<file path="config.mk">
export PLATFORM = sky130hd
export DESIGN_NAME = bbc_merge
export DESIGN_NICKNAME = d
export VERILOG_FILES = /design/src/hw/rtl/bbc_pkg.sv /design/src/hw/rtl/bbc_merge.sv
export SDC_FILE = /design/constraint.sdc
export NUM_CORES = 1
export LEC_CHECK = 0
export BUFFER_PORTS_ARGS = -buffer_cell sky130_fd_sc_hd__buf_2
export CORE_AREA = 4 4 81 83
export CTS_CLUSTER_DIAMETER = 200
export CTS_CLUSTER_SIZE = 14
export DETAILED_ROUTE_END_ITERATION = 8
export DIE_AREA = 0 0 85 87
export SETUP_SLACK_MARGIN = 0.15
export SLEW_MARGIN = 20
export SYNTH_ARGS = -nofsm -noshare
export SYNTH_HDL_FRONTEND = slang
export SYNTH_SLANG_ARGS = --single-unit
</file>
<file path="constraint.sdc">
create_clock -name clk -period 0.9 [get_ports clk]
set_clock_uncertainty 0.1 [all_clocks]
set_input_delay 0.135 -clock clk [delete_from_list [all_inputs] [get_ports clk]]
set_output_delay 0.135 -clock clk [all_outputs]
set_load 0.01 [all_outputs]
</file>
<file path="src/hw/rtl/bbc_pkg.sv">
`default_nettype none

package bbc_pkg;

    localparam int COORD_W    = 8;
    localparam int CHAN_W     = 8;
    localparam int NUM_CHAN   = 3;
    localparam int PIXEL_W    = CHAN_W * NUM_CHAN;
    localparam int WEIGHT_W   = 9;
    localparam int NUM_TAPS   = 4;
    localparam int PROD_W     = CHAN_W + WEIGHT_W;
    localparam int SUM_W      = PROD_W + 3;
    localparam int FRAC_W     = 8;

    localparam logic [SUM_W-1:0] ROUND_BIAS = SUM_W'(128);

    // Coverage map storage: one bit per tile position, packed into words.
    localparam int MAP_WORD_W = 32;
    localparam int WORD_SHIFT = 5;

    localparam int TILE_WIDTH_DEF  = 256;
    localparam int TILE_HEIGHT_DEF = 256;

    // Configuration port
    localparam int CFG_IDX_W  = 3;
    localparam int CFG_DATA_W = 9;

    localparam logic [CFG_IDX_W-1:0] REG_WEIGHT_TL   = 3'd0;
    localparam logic [CFG_IDX_W-1:0] REG_WEIGHT_TR   = 3'd1;
    localparam logic [CFG_IDX_W-1:0] REG_WEIGHT_BL   = 3'd2;
    localparam logic [CFG_IDX_W-1:0] REG_WEIGHT_BR   = 3'd3;
    localparam logic [CFG_IDX_W-1:0] REG_INTERP_MODE = 3'd4;

    localparam logic [WEIGHT_W-1:0] WEIGHT_TL_RESET = 9'd256;
    localparam logic [WEIGHT_W-1:0] WEIGHT_TR_RESET = 9'd0;
    localparam logic [WEIGHT_W-1:0] WEIGHT_BL_RESET = 9'd0;
    localparam logic [WEIGHT_W-1:0] WEIGHT_BR_RESET = 9'd0;
    localparam logic                INTERP_RESET    = 1'b1;

    // Tap order inside a lane: 0 top-left, 1 top-right, 2 bottom-left, 3 bottom-right
    typedef logic [NUM_TAPS-1:0][CHAN_W-1:0]   sample_set_t;
    typedef logic [NUM_TAPS-1:0][WEIGHT_W-1:0] weight_set_t;
    typedef logic [NUM_CHAN-1:0][CHAN_W-1:0]   chan_set_t;

    typedef struct packed {
        logic load_prod;
        logic load_sum;
    } bbc_lane_ctl_t;

    typedef struct packed {
        logic [COORD_W-1:0] column;
        logic [COORD_W-1:0] row;
        logic [PIXEL_W-1:0] tl_pixel;
        logic               written;
    } bbc_meta_t;

    typedef struct packed {
        logic [COORD_W-1:0] column;
        logic [COORD_W-1:0] row;
        logic [PIXEL_W-1:0] pixel;
        logic               written;
    } bbc_result_t;

endpackage

`default_nettype wire

</file>
<file path="src/hw/rtl/bbc_merge.sv">
`default_nettype none

// Combine lanes (or take top-left/zero) into the pixel in the output register.
module bbc_merge
    import bbc_pkg::*;
(
    input  logic        clk,
    input  logic        rst_n,
    input  logic        load,
    input  bbc_meta_t   meta,
    input  logic        mode,
    input  chan_set_t   chan,
    input  logic        take,
    output logic        free,
    output logic        valid,
    output bbc_result_t result
);

    logic        valid_reg;
    bbc_result_t result_reg;
    bbc_result_t result_next;

    always_comb
    begin
        result_next.column  = meta.column;
        result_next.row     = meta.row;
        result_next.written = meta.written;
        if (!meta.written)
        begin
            result_next.pixel = '0;
        end
        else if (mode)
        begin
            result_next.pixel = {chan[2], chan[1], chan[0]};
        end
        else
        begin
            result_next.pixel = meta.tl_pixel;
        end
    end

    assign free = !valid_reg || take;

    always_ff @(posedge clk)
    begin
        if (load)
        begin
            result_reg <= result_next;
        end
    end

    always_ff @(posedge clk or negedge rst_n)
    begin
        if (!rst_n)
        begin
            valid_reg <= 1'b0;
        end
        else if (load)
        begin
            valid_reg <= 1'b1;
        end
        else if (take)
        begin
            valid_reg <= 1'b0;
        end
    end

    assign valid  = valid_reg;
    assign result = result_reg;

endmodule

`default_nettype wire

</file>
==> run metrics <==
Worst Path Max Fanout 2; Hold Fails Final Rpt 16; share of cells above drive strength 1 0.5753; Synth cell types 8; Largest register FFs 41; PnR worst setup slack -222.3 ps; WL/cell 14.69 um; Critical Path RT 660 ps; Die H 87 um; Clock Tree Buf Depth 2; Worst R2R Path Depth 2; GR Util All Layers 0.1112; via count 1215; number of CTS-inserted buffers 5; placer congestion estimate 0.7380; predominant post-synthesis flop cell edfxtp_1; DRC viols 0; Core ar. 5851 sq um; Syn Inst Count 97; EDFF count, synth 41; Fmax achieved 891.1 MHz; DIE WIDTH 85 um; post-synthesis sequential area ratio 0.7312; placed cell count 283; Hold Buf Count CTS 1; ranking of synthesized cells by area edfxtp_1 (72%), mux2i_1 (14%), nor2b_1 (8.7%), buf_12 (2.3%), dfrtp_1 (1.5%); antenna violations before repair 0; Layout area overhead 48.73%; LEAKAGE 0.001157 uW; Clk Latency, worst-skew pair 290 ps; Pins Over Slew Limit 0; number of global-route vias before repair 1144; DRT iter0 DRCs 40; worst hold slack -84.78 ps; I/O pin cnt 113; CP endpoint kind output pin; setup TNS -5765 ps; maximum VDD drop 628.0 uV; Max Cap Viol 0; Initial Utilization 0.2936; Rel. slew slack 0.7650; total die area 7395 sq um; cell depth of the worst min-delay path 1; share of synthesized registers carrying an async set or reset 0.02381; Final Util 0.4367; net count after synthesis 167; Ys Warns 0; number of nets in the layout 288; synthesized area 1718 sq um; Synth Area per Inst 17.71 sq um; post-route ant nets 0; final worst path period share 1.247; CTS root buffer clkbuf_8; RSZ-0062 raised after global routing true; crit path time final 1122 ps; row count 28; type of the worst min-delay path input pin to register; failing checks hold timing, setup timing; H-tree depth 2; Vias/cell 4.133; ANT cells 0; first-pass GRT wire length 6.092 mm; largest net degree at the start of global routing 26; status finished, violations left; Post-synth top cells edfxtp_1 (41), mux2i_1 (24), nor2b_1 (24); worst path arrival time 890 ps; Post-CTS Setup Repair Bufs 0; clock slew at reported path FFs 80 ps; CTS tree done; Buffers on Ports 112; CP Launch Type register; pin slew with the least headroom to its limit 352.6 ps; synthesized flop and latch total 42; leading area contributor after synthesis edfxtp_1; endpoints failing setup 43; Pre-antenna DRT Iters 4; Synth top area share 0.7167; WS Path Type register to output pin; dpl cell area 2394 sq um; TritonCTS sink count 42; final wirelength 4.320 mm; P per Cell Area 1635 nW/um^2; Congestion Overflow GR 0; finished layout cell area 2555 sq um; most numerous cell in the Yosys netlist edfxtp_1; Cell Count, Final, Fillers Out 294
[power by group]
group / leakage, uW / internal (uW) / total (uW) / switching (uW)
clock network: 0.0000416 / 530 / 1140 / 614
logic: 0.000707 / 354 / 674 / 319
registers: 0.000408 / 2320 / 2360 / 34.6
total: 0.00116 / 3210 / 4180 / 968
[critical path, stage by stage (launching register included)]
cell and delay (ps):
dfrtp_1 380, nand2b_1 90, buf_2 130
[layout make-up]
| type | instances | area [sq um] |
|---|---|---|
| clock buffers | 5 | 68.82 |
| multi-input cells | 50 | 406.6 |
| well taps | 75 | 93.84 |
| clock inverters | 3 | 16.27 |
| repair buffers | 119 | 713.2 |
| fillers | 550 | 3296 |
| flip-flops and latches | 42 | 1256 |
[layer usage]
layer,GRT usage,part of all wire,vias to the layer above,wire length [um]
li1,-,-,595,-
met1,0.1340,0.41,539,1762
met2,0.1857,0.48,74,2071
met3,0.02649,0.093,7,400
met4,0.05612,0.020,0,85
met5,0,0,-,0
[layout by cell type, fill, tap and decap left out]
| cell type | netlist | routed |
|---|---|---|
| buf_8 | 0 | 1 |
| clkbuf_16 | 0 | 1 |
| clkinvlp_4 | 0 | 1 |
| nor2b_1 | 24 | 24 |
| dlygate4sd3_1 | 0 | 1 |
| mux2i_1 | 24 | 23 |
| buf_2 | 0 | 111 |
| buf_12 | 2 | 4 |
| clkinv_1 | 0 | 1 |
| clkbuf_8 | 0 | 5 |
| edfxtp_1 | 41 | 41 |
| nand2b_1 | 2 | 2 |
| dfrtp_1 | 1 | 1 |
| mux2i_2 | 0 | 1 |
| clkinv_2 | 0 | 1 |
| buf_16 | 0 | 1 |
[timing repair]
action | CTS | global route
resized for setup | 2 | 3
hold endpoints to repair | 17 | 16
gates cloned | 1 | 1
setup endpoints to repair | 46 | 64
[stage by stage]
stage | total power [uW] | setup WS, ps
finish | 4178 | -222.3
global route | 4386 | -283.8
CTS | 4240 | -244.7
detailed placement | 3052 | -188.0
global placement | 3041 | -183.7
floorplan | 2674 | -36.05
[cell families (layout without fill, tap and decap cells)]
group | count (synthesis) | after routing | share of synthesized area
DFF | 42 | 42 | 0.7312
and+or+nand+nor | 26 | 26 | 0.09468
muxes | 24 | 24 | 0.1398
buffers and inverters | 5 | 127 | 0.03423
[worst paths after layout]
path	end	from	slack, ps
max in group asynchronous	valid	rst_n	560
max	free	valid	-220
min in group asynchronous	valid	rst_n	50
min reg2reg	valid	valid	420
min	result[25]	meta[25]	-80
max reg2reg	valid	valid	170
Power figures use the tool's default switching activity.
